File: config.mk
export PLATFORM = sky130hd
export DESIGN_NAME = multi_node_queue_stack_relay
export DESIGN_NICKNAME = d
export VERILOG_FILES = /design/src/rtl/mnqs_pkg.sv /design/src/rtl/mnqs_ctrl.sv /design/src/rtl/mnqs_dpath.sv /design/src/rtl/multi_node_queue_stack_relay.sv
export VERILOG_INCLUDE_DIRS = /design/src /design/src/rtl
export SDC_FILE = /design/constraint.sdc
export NUM_CORES = 2
export LEC_CHECK = 0
export ABC_AREA = 1
export BUFFER_PORTS_ARGS = -buffer_cell sky130_fd_sc_hd__buf_2
export CELL_PAD_IN_SITES_DETAIL_PLACEMENT = 2
export CELL_PAD_IN_SITES_GLOBAL_PLACEMENT = 2
export CORE_UTILIZATION = 40
export DETAILED_ROUTE_END_ITERATION = 12
export GPL_TIMING_DRIVEN = 0
export PLACE_DENSITY_LB_ADDON = 0.1
export SETUP_SLACK_MARGIN = 0.1
export SLEW_MARGIN = 15
export SYNTH_ARGS = -nofsm -noshare
export SYNTH_HDL_FRONTEND = slang
export SYNTH_HIERARCHICAL = 1
export SYNTH_SLANG_ARGS = --single-unit
File: constraint.sdc
create_clock -name clk_i -period 6.1 [get_ports clk_i]
set_input_delay 0.61 -clock clk_i [delete_from_list [all_inputs] [get_ports clk_i]]
set_output_delay 0.61 -clock clk_i [all_outputs]
set_load 0.005 [all_outputs]
File: src/rtl/assert_macros.svh
// Assertion macros shared by the relay RTL.
// Depends on clk_i and rst_ni being visible in the module that uses them.
`ifndef ASSERT_MACROS_SVH
`define ASSERT_MACROS_SVH

// Property checked at every rising clock edge outside reset.
`define ASSERT_AT(label, prop, msg) \
  label: assert property (@(posedge clk_i) disable iff (!rst_ni) prop) \
    else $error(msg);

// Condition that must never be seen outside reset.
`define ASSERT_NEVER(label, cond, msg) \
  label: assert property (@(posedge clk_i) disable iff (!rst_ni) !(cond)) \
    else $error(msg);

`endif

File: src/rtl/mnqs_pkg.sv
// Package for the multi-node queue and stack relay: sizes, codes, types.
// Used by mnqs_ctrl, mnqs_dpath and multi_node_queue_stack_relay; no dependencies.
package mnqs_pkg;

  // Sizes.
  localparam int unsigned Nodes      = 8;
  localparam int unsigned QueueDepth = 16;
  localparam int unsigned StackDepth = 16;

  // Field widths fixed by the interface.
  localparam int unsigned NodeW = 3;
  localparam int unsigned ValW  = 8;
  localparam int unsigned KindW = 2;
  localparam int unsigned CapW  = 5;
  localparam int unsigned CfgW  = 40;
  localparam int unsigned CfgIdxW = 2;

  // Derived widths.
  localparam int unsigned NodeIdxW = $clog2(Nodes);
  localparam int unsigned QPtrW    = $clog2(QueueDepth);
  localparam int unsigned QCntW    = $clog2(QueueDepth + 1);
  localparam int unsigned SPtrW    = $clog2(StackDepth);
  localparam int unsigned SCntW    = $clog2(StackDepth + 1);
  localparam int unsigned QAddrW   = NodeIdxW + QPtrW;
  localparam int unsigned SAddrW   = NodeIdxW + SPtrW;

  // Register reset values.
  localparam logic [NodeW-1:0] SrvReset = NodeW'(7);
  localparam logic [CfgW-1:0]  CapReset = 40'd567489872400;

  typedef enum logic [KindW-1:0] {
    CmdAdd   = 2'd0,
    CmdPush  = 2'd1,
    CmdSend  = 2'd2,
    CmdServe = 2'd3
  } cmd_kind_e;

  typedef enum logic [KindW-1:0] {
    EntByte   = 2'd0,
    EntQFull  = 2'd1,
    EntSFull  = 2'd2,
    EntQEmpty = 2'd3
  } entry_kind_e;

  typedef enum logic [CfgIdxW-1:0] {
    CfgServer = 2'd0,
    CfgQCap   = 2'd1,
    CfgSCap   = 2'd2
  } cfg_idx_e;

  typedef enum logic [2:0] {
    StIdle,
    StLook,
    StRead,
    StByte,
    StPut,
    StFull
  } state_e;

  // Commands from the controller to the datapath.
  typedef struct packed {
    logic        load;        // latch the accepted word
    logic        sel_srv;     // point the working node at the server
    logic        q_write;     // enqueue on the working node
    logic        s_write;     // push on the working node
    logic        q_read;      // dequeue from the working node
    logic        s_read;      // pop from the working node
    logic        cap_byte;    // capture the memory read data
    logic        emit;        // load the output register
    entry_kind_e emit_kind;
    logic        emit_last;
    logic        emit_byte;   // entry carries the captured byte
    logic        emit_client; // entry is tagged with the command's node
    logic        put_byte;    // enqueue the captured byte, not the input byte
  } dp_cmd_t;

  // Status from the datapath to the controller.
  typedef struct packed {
    cmd_kind_e kind;
    logic      tgt_ok;
    logic      q_full;
    logic      s_full;
    logic      q_empty;
    logic      s_empty;
    logic      out_free;
  } dp_stat_t;

  // Effective queue capacity: zero acts as one, clamped to the depth.
  function automatic logic [QCntW-1:0] q_cap(input logic [CfgW-1:0] caps,
                                             input logic [NodeIdxW-1:0] n);
    logic [CapW-1:0] f;
    f = caps[CapW*n +: CapW];
    if (f == '0) begin
      return QCntW'(1);
    end else if (32'(f) > QueueDepth) begin
      return QCntW'(QueueDepth);
    end
    return QCntW'(f);
  endfunction

  // Effective stack capacity, clamped to the depth.
  function automatic logic [SCntW-1:0] s_cap(input logic [CfgW-1:0] caps,
                                             input logic [NodeIdxW-1:0] n);
    logic [CapW-1:0] f;
    f = caps[CapW*n +: CapW];
    if (32'(f) > StackDepth) begin
      return SCntW'(StackDepth);
    end
    return SCntW'(f);
  endfunction

  // Circular pointer advance that wraps at the capacity.
  function automatic logic [QPtrW-1:0] q_next(input logic [QPtrW-1:0] ptr,
                                              input logic [QCntW-1:0] cap);
    logic [QCntW-1:0] nxt;
    nxt = QCntW'(ptr) + QCntW'(1);
    if (nxt >= cap) begin
      return '0;
    end
    return nxt[QPtrW-1:0];
  endfunction

endpackage

File: src/rtl/mnqs_ctrl.sv
// Controller state machine of the relay: sequences lookups, memory accesses and log words.
// Depends on mnqs_pkg; drives mnqs_dpath through dp_cmd_t and reads dp_stat_t.
module mnqs_ctrl (
  input  logic              clk_i,
  input  logic              rst_ni,
  input  logic              s_axis_tvalid,
  output logic              s_axis_tready,
  input  mnqs_pkg::dp_stat_t stat_i,
  output mnqs_pkg::dp_cmd_t  cmd_o
);

  mnqs_pkg::state_e state_q, state_d;

  // State register.
  always_ff @(posedge clk_i or negedge rst_ni) begin
    if (!rst_ni) begin
      state_q <= mnqs_pkg::StIdle;
    end else begin
      state_q <= state_d;
    end
  end

  // Next state and commands.
  always_comb begin
    state_d       = state_q;
    cmd_o         = '0;
    s_axis_tready = 1'b0;
    unique case (state_q)
      mnqs_pkg::StIdle: begin
        s_axis_tready = 1'b1;
        if (s_axis_tvalid) begin
          cmd_o.load = 1'b1;
          state_d    = mnqs_pkg::StLook;
        end
      end
      mnqs_pkg::StLook: begin
        if (!stat_i.tgt_ok) begin
          state_d = mnqs_pkg::StIdle;
        end else begin
          unique case (stat_i.kind)
            mnqs_pkg::CmdAdd: begin
              if (!stat_i.q_full) begin
                cmd_o.q_write = 1'b1;
                state_d       = mnqs_pkg::StIdle;
              end else if (stat_i.out_free) begin
                cmd_o.emit      = 1'b1;
                cmd_o.emit_kind = mnqs_pkg::EntQFull;
                cmd_o.emit_last = 1'b1;
                state_d         = mnqs_pkg::StIdle;
              end
            end
            mnqs_pkg::CmdPush: begin
              if (!stat_i.s_full) begin
                cmd_o.s_write = 1'b1;
                state_d       = mnqs_pkg::StIdle;
              end else if (stat_i.out_free) begin
                cmd_o.emit      = 1'b1;
                cmd_o.emit_kind = mnqs_pkg::EntSFull;
                cmd_o.emit_last = 1'b1;
                state_d         = mnqs_pkg::StIdle;
              end
            end
            default: begin
              // Send and serve take the stack top first, then the queue head.
              if (!stat_i.s_empty) begin
                cmd_o.s_read = 1'b1;
                state_d      = mnqs_pkg::StRead;
              end else if (!stat_i.q_empty) begin
                cmd_o.q_read = 1'b1;
                state_d      = mnqs_pkg::StRead;
              end else if (stat_i.out_free) begin
                cmd_o.emit      = 1'b1;
                cmd_o.emit_kind = mnqs_pkg::EntQEmpty;
                cmd_o.emit_last = 1'b1;
                state_d         = mnqs_pkg::StIdle;
              end
            end
          endcase
        end
      end
      mnqs_pkg::StRead: begin
        cmd_o.cap_byte = 1'b1;
        if (stat_i.kind == mnqs_pkg::CmdSend) begin
          cmd_o.sel_srv = 1'b1;
          state_d       = mnqs_pkg::StPut;
        end else begin
          state_d = mnqs_pkg::StByte;
        end
      end
      mnqs_pkg::StByte: begin
        if (stat_i.out_free) begin
          cmd_o.emit      = 1'b1;
          cmd_o.emit_kind = mnqs_pkg::EntByte;
          cmd_o.emit_byte = 1'b1;
          cmd_o.emit_last = 1'b1;
          state_d         = mnqs_pkg::StIdle;
        end
      end
      mnqs_pkg::StPut: begin
        // The removed byte is logged on the client; it is the last word
        // unless the server queue turns it away.
        if (stat_i.out_free) begin
          cmd_o.emit        = 1'b1;
          cmd_o.emit_kind   = mnqs_pkg::EntByte;
          cmd_o.emit_byte   = 1'b1;
          cmd_o.emit_client = 1'b1;
          cmd_o.emit_last   = !stat_i.q_full;
          if (stat_i.q_full) begin
            state_d = mnqs_pkg::StFull;
          end else begin
            cmd_o.q_write  = 1'b1;
            cmd_o.put_byte = 1'b1;
            state_d        = mnqs_pkg::StIdle;
          end
        end
      end
      mnqs_pkg::StFull: begin
        if (stat_i.out_free) begin
          cmd_o.emit      = 1'b1;
          cmd_o.emit_kind = mnqs_pkg::EntQFull;
          cmd_o.emit_last = 1'b1;
          state_d         = mnqs_pkg::StIdle;
        end
      end
      default: begin
        state_d = mnqs_pkg::StIdle;
      end
    endcase
  end

endmodule

File: src/rtl/mnqs_dpath.sv
// Datapath of the relay: configuration, per-node pointers, byte memories, output register.
// Depends on mnqs_pkg and assert_macros.svh; commanded by mnqs_ctrl.
`include "assert_macros.svh"

module mnqs_dpath (
  input  logic                          clk_i,
  input  logic                          rst_ni,
  input  logic                          cfg_we_i,
  input  logic [mnqs_pkg::CfgIdxW-1:0]  cfg_idx_i,
  input  logic [mnqs_pkg::CfgW-1:0]     cfg_data_i,
  input  logic [mnqs_pkg::KindW-1:0]    in_kind_i,
  input  logic [mnqs_pkg::NodeW-1:0]    in_node_i,
  input  logic [mnqs_pkg::ValW-1:0]     in_value_i,
  input  mnqs_pkg::dp_cmd_t             cmd_i,
  output mnqs_pkg::dp_stat_t            stat_o,
  input  logic                          out_ready_i,
  output logic                          out_valid_o,
  output logic [mnqs_pkg::NodeW-1:0]    out_node_o,
  output logic [mnqs_pkg::KindW-1:0]    out_kind_o,
  output logic [mnqs_pkg::ValW-1:0]     out_value_o,
  output logic                          out_last_o
);

  localparam int unsigned QWords = mnqs_pkg::Nodes * mnqs_pkg::QueueDepth;
  localparam int unsigned SWords = mnqs_pkg::Nodes * mnqs_pkg::StackDepth;

  // Configuration registers.
  logic [mnqs_pkg::NodeW-1:0] srv_q;
  logic [mnqs_pkg::CfgW-1:0]  qcaps_q;
  logic [mnqs_pkg::CfgW-1:0]  scaps_q;

  // Per-node pointers and counts.
  logic [mnqs_pkg::QPtrW-1:0] qhead_q [mnqs_pkg::Nodes];
  logic [mnqs_pkg::QPtrW-1:0] qtail_q [mnqs_pkg::Nodes];
  logic [mnqs_pkg::QCntW-1:0] qcnt_q  [mnqs_pkg::Nodes];
  logic [mnqs_pkg::SCntW-1:0] scnt_q  [mnqs_pkg::Nodes];

  // Byte memories.
  logic [mnqs_pkg::ValW-1:0] qmem [QWords];
  logic [mnqs_pkg::ValW-1:0] smem [SWords];
  logic [mnqs_pkg::ValW-1:0] qrd_q, srd_q;
  logic                      src_stack_q;

  // Latched command word and working registers.
  mnqs_pkg::cmd_kind_e          kind_q;
  logic [mnqs_pkg::NodeW-1:0]   node_q;
  logic [mnqs_pkg::ValW-1:0]    value_q;
  logic [mnqs_pkg::NodeIdxW-1:0] cur_q;
  logic [mnqs_pkg::ValW-1:0]    byte_q;

  // Output register.
  logic                       out_valid_q;
  logic [mnqs_pkg::NodeW-1:0] out_node_q;
  logic [mnqs_pkg::KindW-1:0] out_kind_q;
  logic [mnqs_pkg::ValW-1:0]  out_value_q;
  logic                       out_last_q;

  logic [mnqs_pkg::NodeIdxW-1:0] srv_idx;
  logic [mnqs_pkg::QPtrW-1:0]    hd, tl;
  logic [mnqs_pkg::QCntW-1:0]    qcnt, qcnt_dec, qcap;
  logic [mnqs_pkg::SCntW-1:0]    scnt, scnt_dec, scap;
  logic [mnqs_pkg::SPtrW-1:0]    sidx_rd;
  logic [mnqs_pkg::ValW-1:0]     wdata;
  logic                          node_ok, srv_ok;
  logic                          q_full, s_full, q_empty, s_empty, out_free;

  // Working node lookups.
  assign srv_idx  = srv_q[mnqs_pkg::NodeIdxW-1:0];
  assign hd       = qhead_q[cur_q];
  assign tl       = qtail_q[cur_q];
  assign qcnt     = qcnt_q[cur_q];
  assign scnt     = scnt_q[cur_q];
  assign qcnt_dec = qcnt - mnqs_pkg::QCntW'(1);
  assign scnt_dec = scnt - mnqs_pkg::SCntW'(1);
  assign sidx_rd  = scnt_dec[mnqs_pkg::SPtrW-1:0];
  assign qcap     = mnqs_pkg::q_cap(qcaps_q, cur_q);
  assign scap     = mnqs_pkg::s_cap(scaps_q, cur_q);
  assign wdata    = cmd_i.put_byte ? byte_q : value_q;

  // Status toward the controller.
  assign node_ok  = 32'(node_q) < mnqs_pkg::Nodes;
  assign srv_ok   = 32'(srv_q) < mnqs_pkg::Nodes;
  assign q_full   = qcnt >= qcap;
  assign s_full   = scnt >= scap;
  assign q_empty  = qcnt == '0;
  assign s_empty  = scnt == '0;
  assign out_free = !out_valid_q || out_ready_i;

  always_comb begin
    stat_o          = '0;
    stat_o.kind     = kind_q;
    stat_o.tgt_ok   = (kind_q == mnqs_pkg::CmdServe) ? srv_ok :
                      (node_ok && ((kind_q != mnqs_pkg::CmdSend) || srv_ok));
    stat_o.q_full   = q_full;
    stat_o.s_full   = s_full;
    stat_o.q_empty  = q_empty;
    stat_o.s_empty  = s_empty;
    stat_o.out_free = out_free;
  end

  // Configuration writes; unknown indexes are dropped.
  always_ff @(posedge clk_i or negedge rst_ni) begin
    if (!rst_ni) begin
      srv_q   <= mnqs_pkg::SrvReset;
      qcaps_q <= mnqs_pkg::CapReset;
      scaps_q <= mnqs_pkg::CapReset;
    end else if (cfg_we_i) begin
      unique case (cfg_idx_i)
        mnqs_pkg::CfgServer: srv_q   <= cfg_data_i[mnqs_pkg::NodeW-1:0];
        mnqs_pkg::CfgQCap:   qcaps_q <= cfg_data_i;
        mnqs_pkg::CfgSCap:   scaps_q <= cfg_data_i;
        default: ;
      endcase
    end
  end

  // Command word and working node.
  always_ff @(posedge clk_i) begin
    if (cmd_i.load) begin
      kind_q  <= mnqs_pkg::cmd_kind_e'(in_kind_i);
      node_q  <= in_node_i;
      value_q <= in_value_i;
      cur_q   <= (mnqs_pkg::cmd_kind_e'(in_kind_i) == mnqs_pkg::CmdServe) ?
                 srv_idx : in_node_i[mnqs_pkg::NodeIdxW-1:0];
    end else if (cmd_i.sel_srv) begin
      cur_q <= srv_idx;
    end
    if (cmd_i.cap_byte) begin
      byte_q <= src_stack_q ? srd_q : qrd_q;
    end
  end

  // Queue and stack pointer updates.
  always_ff @(posedge clk_i or negedge rst_ni) begin
    if (!rst_ni) begin
      for (int i = 0; i < mnqs_pkg::Nodes; i++) begin
        qhead_q[i] <= '0;
        qtail_q[i] <= '0;
        qcnt_q[i]  <= '0;
        scnt_q[i]  <= '0;
      end
    end else begin
      if (cmd_i.q_write) begin
        qtail_q[cur_q] <= mnqs_pkg::q_next(tl, qcap);
        qcnt_q[cur_q]  <= qcnt + mnqs_pkg::QCntW'(1);
      end
      if (cmd_i.q_read) begin
        qcnt_q[cur_q] <= qcnt_dec;
        if (qcnt_dec == '0) begin
          qhead_q[cur_q] <= '0;
          qtail_q[cur_q] <= '0;
        end else begin
          qhead_q[cur_q] <= mnqs_pkg::q_next(hd, qcap);
        end
      end
      if (cmd_i.s_write) begin
        scnt_q[cur_q] <= scnt + mnqs_pkg::SCntW'(1);
      end else if (cmd_i.s_read) begin
        scnt_q[cur_q] <= scnt_dec;
      end
    end
  end

  // Queue memory: one write or one registered read per cycle.
  always_ff @(posedge clk_i) begin
    if (cmd_i.q_write) begin
      qmem[{cur_q, tl}] <= wdata;
    end
    if (cmd_i.q_read) begin
      qrd_q <= qmem[{cur_q, hd}];
    end
  end

  // Stack memory: one write or one registered read per cycle.
  always_ff @(posedge clk_i) begin
    if (cmd_i.s_write) begin
      smem[{cur_q, scnt[mnqs_pkg::SPtrW-1:0]}] <= value_q;
    end
    if (cmd_i.s_read) begin
      srd_q <= smem[{cur_q, sidx_rd}];
    end
    if (cmd_i.q_read || cmd_i.s_read) begin
      src_stack_q <= cmd_i.s_read;
    end
  end

  // Output register: holds one log word until it is taken.
  always_ff @(posedge clk_i or negedge rst_ni) begin
    if (!rst_ni) begin
      out_valid_q <= 1'b0;
    end else if (cmd_i.emit) begin
      out_valid_q <= 1'b1;
    end else if (out_ready_i) begin
      out_valid_q <= 1'b0;
    end
  end

  always_ff @(posedge clk_i) begin
    if (cmd_i.emit) begin
      out_node_q  <= cmd_i.emit_client ? node_q : mnqs_pkg::NodeW'(cur_q);
      out_kind_q  <= cmd_i.emit_kind;
      out_value_q <= cmd_i.emit_byte ? byte_q : '0;
      out_last_q  <= cmd_i.emit_last;
    end
  end

  assign out_valid_o = out_valid_q;
  assign out_node_o  = out_node_q;
  assign out_kind_o  = out_kind_q;
  assign out_value_o = out_value_q;
  assign out_last_o  = out_last_q;

  // A new word never overwrites one that has not been taken.
  `ASSERT_AT(a_emit_free, cmd_i.emit |-> out_free, "log word overwritten")
  // Enqueue only below capacity.
  `ASSERT_NEVER(a_qwr_full, cmd_i.q_write && q_full, "enqueue on full queue")
  // Pop only a stack that holds bytes.
  `ASSERT_NEVER(a_srd_empty, cmd_i.s_read && s_empty, "pop from empty stack")
  // The byte is captured in the cycle after a memory read.
  `ASSERT_AT(a_cap_after_rd, cmd_i.cap_byte |-> $past(cmd_i.q_read || cmd_i.s_read),
             "byte captured without a read")

endmodule

File: src/rtl/multi_node_queue_stack_relay.sv
// Top level of the multi-node queue and stack relay.
// Depends on mnqs_pkg, mnqs_ctrl and mnqs_dpath.
//
//   Channel  Direction  Contents
//   s_axis   in         command word: tuser kind, tdata node and value
//   m_axis   out        log word: tuser entry kind, tdata node and value, tlast
//   cfg      in         register write: index and data, no read-back
//
// An add or push is looked up, then written; a serve or send reads the byte and logs it;
// a send also queues it at the server or logs that queue full. Memories are single-ported.
// A log word waits in the output register while the next command is taken.
// After reset all queues and stacks are empty; the server is node 7 and all
// capacities are 16. A stalled output holds the controller in its emit state.
module multi_node_queue_stack_relay (
  input  logic                              clk_i,
  input  logic                              rst_ni,
  input  logic                              cfg_we_i,
  input  logic [mnqs_pkg::CfgIdxW-1:0]      cfg_idx_i,
  input  logic [mnqs_pkg::CfgW-1:0]         cfg_data_i,
  input  logic                              s_axis_tvalid,
  output logic                              s_axis_tready,
  input  logic [15:0]                       s_axis_tdata,  // node[2:0], value[10:3], zero
  input  logic [mnqs_pkg::KindW-1:0]        s_axis_tuser,  // kind[1:0]
  output logic                              m_axis_tvalid,
  input  logic                              m_axis_tready,
  output logic [15:0]                       m_axis_tdata,  // log_node[2:0], log_value[10:3]
  output logic [mnqs_pkg::KindW-1:0]        m_axis_tuser,  // entry_kind[1:0]
  output logic                              m_axis_tlast
);

  mnqs_pkg::dp_cmd_t  cmd;
  mnqs_pkg::dp_stat_t stat;

  logic [mnqs_pkg::NodeW-1:0] out_node;
  logic [mnqs_pkg::ValW-1:0]  out_value;

  mnqs_ctrl u_ctrl (
    .clk_i         (clk_i),
    .rst_ni        (rst_ni),
    .s_axis_tvalid (s_axis_tvalid),
    .s_axis_tready (s_axis_tready),
    .stat_i        (stat),
    .cmd_o         (cmd)
  );

  mnqs_dpath u_dpath (
    .clk_i       (clk_i),
    .rst_ni      (rst_ni),
    .cfg_we_i    (cfg_we_i),
    .cfg_idx_i   (cfg_idx_i),
    .cfg_data_i  (cfg_data_i),
    .in_kind_i   (s_axis_tuser),
    .in_node_i   (s_axis_tdata[mnqs_pkg::NodeW-1:0]),
    .in_value_i  (s_axis_tdata[mnqs_pkg::NodeW +: mnqs_pkg::ValW]),
    .cmd_i       (cmd),
    .stat_o      (stat),
    .out_ready_i (m_axis_tready),
    .out_valid_o (m_axis_tvalid),
    .out_node_o  (out_node),
    .out_kind_o  (m_axis_tuser),
    .out_value_o (out_value),
    .out_last_o  (m_axis_tlast)
  );

  // Pack the log word, zero filled to whole bytes.
  assign m_axis_tdata = {5'b0, out_value, out_node};

endmodule
==> After elaboration in Yosys (flattened, before gate mapping) <==
Memory sizes are Yosys's and may differ from the RTL's. A register that Yosys moved wholly into a read port is not among the register bits.
Index checks and enable logic that the tools add are counted.
{ "op_classes": {"n_addsub": 6, "mul": 1, "n_lt_le_gt_ge": 8, "n_eq_ne": 12, "shift": 2, "muxes": 103, "n_bitwise": 4, "reduce_logical": 21} }
{ "op_table": {"columns": ["cell", "n"], "rows": [
  ["40-bit bitwise mux", 4],
  ["40-bit two-way mux", 4],
  ["32-bit two-way mux", 4],
  ["40-bit by 7-bit variable part select with 5-bit output", 2],
  ["4-bit two-way mux", 19],
  ["32-bit AND", 2],
  ["32-bit bitwise mux", 2],
  ["5-bit two-way mux", 11],
  ["3-bit two-way mux", 14],
  ["32-bit inverter", 1],
  ["5-bit binary-select mux with 3-bit select", 2],
  ["1-bit two-way mux", 28],
  ["4-bit binary-select mux with 3-bit select", 2],
  ["5-bit greater-or-equal comparator", 4],
  ["5-bit logical NOT", 4],
  ["8-bit two-way mux", 2],
  ["4-bit case mux with 4 select lines", 1],
  ["5-bit demux with 3-bit select", 1],
  ["3-bit case mux with 5 select lines", 1],
  ["4-bit demux with 3-bit select", 1],
  ["4-bit by 1-bit adder with 5-bit output (second input constant)", 2],
  ["5-bit by 1-bit adder with 5-bit output (second input constant)", 2],
  ["5-bit greater-than comparator (second input constant)", 2],
  ["5-bit by 1-bit subtractor with 5-bit output (second input constant)", 2],
  ["24 further kinds", 40]
]} }
{ "totals": {"register_bits": 270, "mem_bits_rw": 2048, "in_bits": 65, "out_inout_bits": 21, "elab_cells": 206, "n_memories": 2} }
{ "memory_table": {"columns": ["name", "words", "width", "read_ports", "rd_clocked_by_memory_dff", "write_ports", "line_no", "rtl"], "rows": [
  ["u_dpath.qmem", 128, 8, 1, 1, 1, "mnqs_dpath.sv:39", "logic [mnqs_pkg::ValW-1:0] qmem [QWords];"],
  ["u_dpath.smem", 128, 8, 1, 1, 1, "mnqs_dpath.sv:40", "logic [mnqs_pkg::ValW-1:0] smem [SWords];"]
]} }

==> Longest topological paths before layout <==
{ "depth": {"word_depth": 18, "depth_mapped": 32, "depth_no_buf": 29} }

==> Hierarchy <==
Netlist, hierarchy kept.
{ "modules_own_cells": {"columns": ["mod", "instances", "cells_per_inst", "area_per_inst_um2", "seq_area_each_um2"], "rows": [
  ["mnqs_dpath", 1, 8894, 98066.6, 68879.8],
  ["mnqs_ctrl", 1, 93, 573.0, 75.1],
  ["multi_node_queue_stack_relay", 1, 6, 41.3, 0.0]
]} }

==> Least setup slack after synthesis <==
OpenSTA, ideal clock, no wires.
{ "synth_timing": {"path_type": "reg2reg", "from": "register u_dpath/cur_q[0] (netlist name)", "to": "memory u_dpath/qmem[124][0] (netlist name), enable pin", "setup_time_ns": 0.383, "arrival_time_ns": 5.083, "t_required_ns": 5.717, "setup_slack_ns": 0.634, "path_stages_with_launch": 28, "n_path_buf": 6, "period_less_slack_ns": 5.466, "path_cell_list": "edfxtp_1 > buf_6 > inv_4 > buf_6 > nor2_2 > clkbuf_1 > buf_1 > a22oi_1 > nand4_1 > inv_1 > ha_1 > mux2_2 > ha_1 > inv_1 > nand2_1 > a21oi_1 > o21bai_1 > a21oi_1 > o21bai_1 > buf_4 > inv_1 > nand3_1 > o21ai_2 > clkinv_1 > nor2_1 > clkbuf_1 > nand2_1 > nor3_1"} }
{ "synth_rtl": {"columns": ["element", "line_no", "rtl"], "rows": [
  ["start, declared", "mnqs_dpath.sv:48", "logic [mnqs_pkg::NodeIdxW-1:0] cur_q;"],
  ["start signal, assigned", "mnqs_dpath.sv:123", "cur_q <= (mnqs_pkg::cmd_kind_e'(in_kind_i) == mnqs_pkg::CmdServe) ?"],
  ["start signal, assigned", "mnqs_dpath.sv:126", "cur_q <= srv_idx;"],
  ["end, declared", "mnqs_dpath.sv:39", null]
]} }

==> Worst setup path after layout <==
{ "layout_timing": {"from": "register u_dpath/cur_q[2] (netlist name)", "to": "register u_dpath/srd_q[1] (netlist name), read port of u_dpath.smem (data pin)"} }
{ "layout_between": {"elab_chain_cells": 8, "elab_cells_between_ends": 9, "classes_between": "add/sub (1); mux (6); bitwise (1); reduce/logical (1)"} }
{ "layout_rtl": {"columns": ["element", "line_no", "rtl"], "rows": [
  ["3-bit inverter with 4-bit output (implied by the code)", "mnqs_dpath.sv:72", "assign scnt = scnt_q[cur_q];"],
  ["5-bit binary-select mux with 3-bit select", "mnqs_dpath.sv:72", null],
  ["5-bit two-way mux (implied by the code) (2 in a row)", "mnqs_dpath.sv:72", null],
  ["5-bit logical NOT", "mnqs_dpath.sv:86", "assign s_empty = scnt == '0;"],
  ["1-bit two-way mux", "mnqs_ctrl.sv:65", "if (!stat_i.s_empty) begin"],
  ["2-bit two-way mux", "mnqs_ctrl.sv:40", "unique case (stat_i.kind)"],
  ["3-bit two-way mux", "mnqs_ctrl.sv:28", "unique case (state_q)"],
  ["end, declared", "mnqs_dpath.sv:41", "logic [mnqs_pkg::ValW-1:0] qrd_q, srd_q;"]
]} }
Parallel ways exist; a longest one is shown, timed or not. The select of a mux whose other input is x is not followed.
A chain may end at the register's enable or synchronous reset.

==> flow_summary.toml <==
[run_status]
status = "finished clean"

[setup_path]
rrSetupSlack_ns = 0.09
endpoint_kind = "register"
worstPathArrival_ns = 6.63
rr_startpoint = "u_dpath/cur_q[2]"
worstReg2RegEnd = "u_dpath/srd_q[1]"
startpoint_type = "register"
worstPathMaxFanout = 19
worst-setup-path-type = "reg2reg"
r2r_cells = 21
critPathRequiredTime_ns = 6.73

[synthesis]
synth.cell_area_um2 = 98680
ys_top_cells_by_count = "nand2_1 (2286), edfxtp_1 (2103), nand3_1 (1298)"
synth.most_common_cell = "nand2_1"
yosysWarningCount = 6
synth_top_family_by_area = "simple AND/OR/NAND/NOR gates"
synth_area_per_cell_um2 = 10.97
synth_compound_area_frac = 0.04878
ys_types = 56
synth_xor_area_frac = 0.001128
synthFlopType = "edfxtp_1"
postSynth.asyncResetShare = 0.09897
synthSimpleGateAreaFrac = 0.1967
netlist_top_cells_area = "edfxtp_1 (64%), nand2_1 (8.7%), nand3_1 (6.6%)"
synth_top_cell_by_area = "edfxtp_1"
muxShareOfSynthArea = 0.003309
yosysSeqAreaShare = 0.6988
synth_top_area_share = 0.6399
syn_inst = 8993
synth-adder-area-share = 0.003804
synth_edf_count = 2103
synth.ff_latch_count = 2334

[sta]
worstMarginPinSlew_ns = 1.287
period_needed_ns = 6.006
clock-skew-final_ns = 0.05539
relSlewSlack = 0.1417
rsz0062_at_grt = "yes"
hold_violations = 0
slew_violations = 0
setup_viol = 0
finalCritPeriodShare = 0.9845
fmax_mhz = 166.5

[clock_network]
cts_buffers = 284
clock_latency_ns = 0.94
cts_root_buffer = "clkbuf_16"
path_clk_slew_ns = 0.06
clk_path_buf_depth = 4
clock_sinks = 2334
cts_tree = "done"
htreeDepth = 5

[drt]
wl_per_cell_um = 33.27
drc_errors = 0
viasPerCell = 5.862
detail_route.iter0.violations = 7717
wl_mm = 431.3
drtAntennaViolNets = 0
firstDrtPassIters = 6
vias = 76000

[placed_design]
gp_congestion = 1.047
dp_hpwl_mm = 296.2
dp.cells = 12350
portBuffers = 75
placed_area_um2 = 104700

[global_routing]
overflow = 0
antenna_found_initial = 34
grt_pass1_wl_mm = 604.9
grt_usage = 0.3421
grt_max_degree = 102
grt_pass1_vias = 81200

[min_path]
hp-class = "in2reg"
min_path_cells = 3
worstHoldStart = "cfg_data_i[2]"
holdPathEnd = "u_dpath/scaps_q[2]"

[floorplan]
dieWidth_um = 498.7
io-pin-count = 86
core-area_um2 = 244100
fp.dieArea_um2 = 248700
rows = 181
start_util = 0.4042
die_h_um = 498.7

[finish]
fillers = 24480
fin_nets = 9653
seqCellArea_um2 = 68950
area_growth_pct = 18.17
stdcell_count = 12970
layout-drive-gt1-share = 0.1422
final_area_um2 = 116600
multi_input_area_um2 = 27060

[job]
maxCapViolations = 0
metrics by stage:
step	hold slack, ns	setup slack, ns	util	setup TNS (ns)
floorplan	0.3144	0.6339	-	0
global placement	0.4580	-4.102	0.4222	-8653.05
detailed placement	0.4594	-3.998	0.4289	-7205.98
CTS	0.01683	0.0006537	0.4764	0
global route	0.02972	0.05085	0.4776	0
finish	0.05641	0.09443	0.4777	0
area by class of cell:
type                    instances  share of cell area
flip-flops and latches       2334              0.5913
plain buffers                 527             0.02681
multi-input cells            5630              0.2321
clock inverters               127            0.007543
inverters                     512             0.01673
clock buffers                 356             0.06406
diodes                          9           0.0001931
well taps                    3202             0.03436
repair buffers                269             0.02693
placed cells by master (no fill, tap or decap), types with 10 or more instances in the layout:
cell	n
inv_2	18
buf_1	14
dfrtp_1	212
clkbuf_4	15
nand3_1	1288
a21oi_1	97
clkinvlp_4	10
a221oi_1	11
nand2_2	27
inv_1	480
clkbuf_8	12
buf_16	26
edfxtp_1	2103
buf_8	52
a22oi_1	12
dlygate4sd3_1	52
nand4_1	18
a22o_1	11
o22ai_1	58
clkinv_2	41
clkinv_1	60
o21ai_1	23
nand2_1	2277
buf_6	44
nor2_2	80
o21ai_0	635
nor2_4	174
clkbuf_2	25
buf_2	314
dfstp_2	19
nor2_1	739
clkbuf_16	292
ha_1	29
buf_4	95
clkbuf_1	187
mux2_2	20
buf_12	21
how the worst max path moves through the flow:
stage	startpoint	endpoint	slack, ns	cells after the start
after global placement	u_dpath/cur_q[1]	u_dpath/qmem[44][1]	-4.10	26
after global routing	u_dpath/cur_q[2]	u_dpath/qhead_q[10]	0.05	22
after detailed placement	u_dpath/cur_q[1]	u_dpath/qmem[60][7]	-4.00	26
after CTS	u_dpath/cur_q[2]	u_dpath/srd_q[6]	0.0007	21
after floorplan	u_dpath/cur_q[0]	u_dpath/qmem[124][0]	0.63	27
final	u_dpath/cur_q[2]	u_dpath/srd_q[1]	0.09	21
kinds of logic (layout without fill, tap and decap cells):
group | Yosys count | in the layout
flops | 2334 | 2334
mux | 29 | 37
buf+inv | 1041 | 1791
compound gates | 897 | 897
xor+xnor | 11 | 11
other cells | 2 | 15
fa+ha+maj | 30 | 30
simple gates | 4649 | 4649
sequential cells by signal, summed over array words and instances, names as in the netlist, 2 cells and up, named ones only:
signal / count
u_dpath/qmem: 1024
u_dpath/smem: 1024
u_dpath/qcaps_q: 40
u_dpath/qcnt_q: 40
u_dpath/scaps_q: 40
u_dpath/qhead_q: 32
u_dpath/qtail_q: 32
u_dpath/scnt_q: 32
u_dpath/byte_q: 8
u_dpath/out_value_o: 8
u_dpath/qrd_q: 8
u_dpath/srd_q: 8
u_dpath/value_q: 8
u_ctrl/state_q: 3
u_dpath/cur_q: 3
u_dpath/node_q: 3
u_dpath/out_node_o: 3
u_dpath/srv_idx: 3
u_dpath/kind_q: 2
u_dpath/out_kind_o: 2
critical path, cell delays in order (launching register included):
cell and delay [ns]:
edfxtp_1 0.41, buf_6 0.18, nand2_1 0.15, inv_2 0.15, nand3_1 0.11, nand2_1 0.10
nor2_4 0.46, buf_8 0.36, clkbuf_4 0.37, ha_1 0.16, clkbuf_1 0.50, clkbuf_4 0.51
clkbuf_1 0.43, nor2_1 0.10, o21ai_0 0.11, nand2_1 0.13, nand2_1 0.09, nand3_1 0.26
nand3_1 0.19, nand2_1 0.33, nor2_1 0.31, nand2_1 0.19
layer usage:
| metal | routed length, um | up-vias | GRT usage |
|---|---|---|---|
| li1 | - | 32080 | - |
| met1 | 169900 | 39880 | 0.4296 |
| met2 | 206200 | 3064 | 0.5658 |
| met3 | 27240 | 950 | 0.05020 |
| met4 | 27840 | 22 | 0.1940 |
| met5 | 153 | - | 0 |
timing repair:
| action | in CTS | in global routing |
|---|---|---|
| setup endpoints to repair | 3223 | 2211 |
| endpoints found under the hold margin | 144 | 0 |
| buffers inserted | 51 | 9 |
| cloned | 11 | 2 |
| resized for setup | 546 | 53 |
| hold buffers | 52 | 0 |
| pin swaps | 35 | 17 |
Power is left out: the tool's default activity adds up to more than one toggle a clock period on the data nets, which glitch-free logic cannot reach.
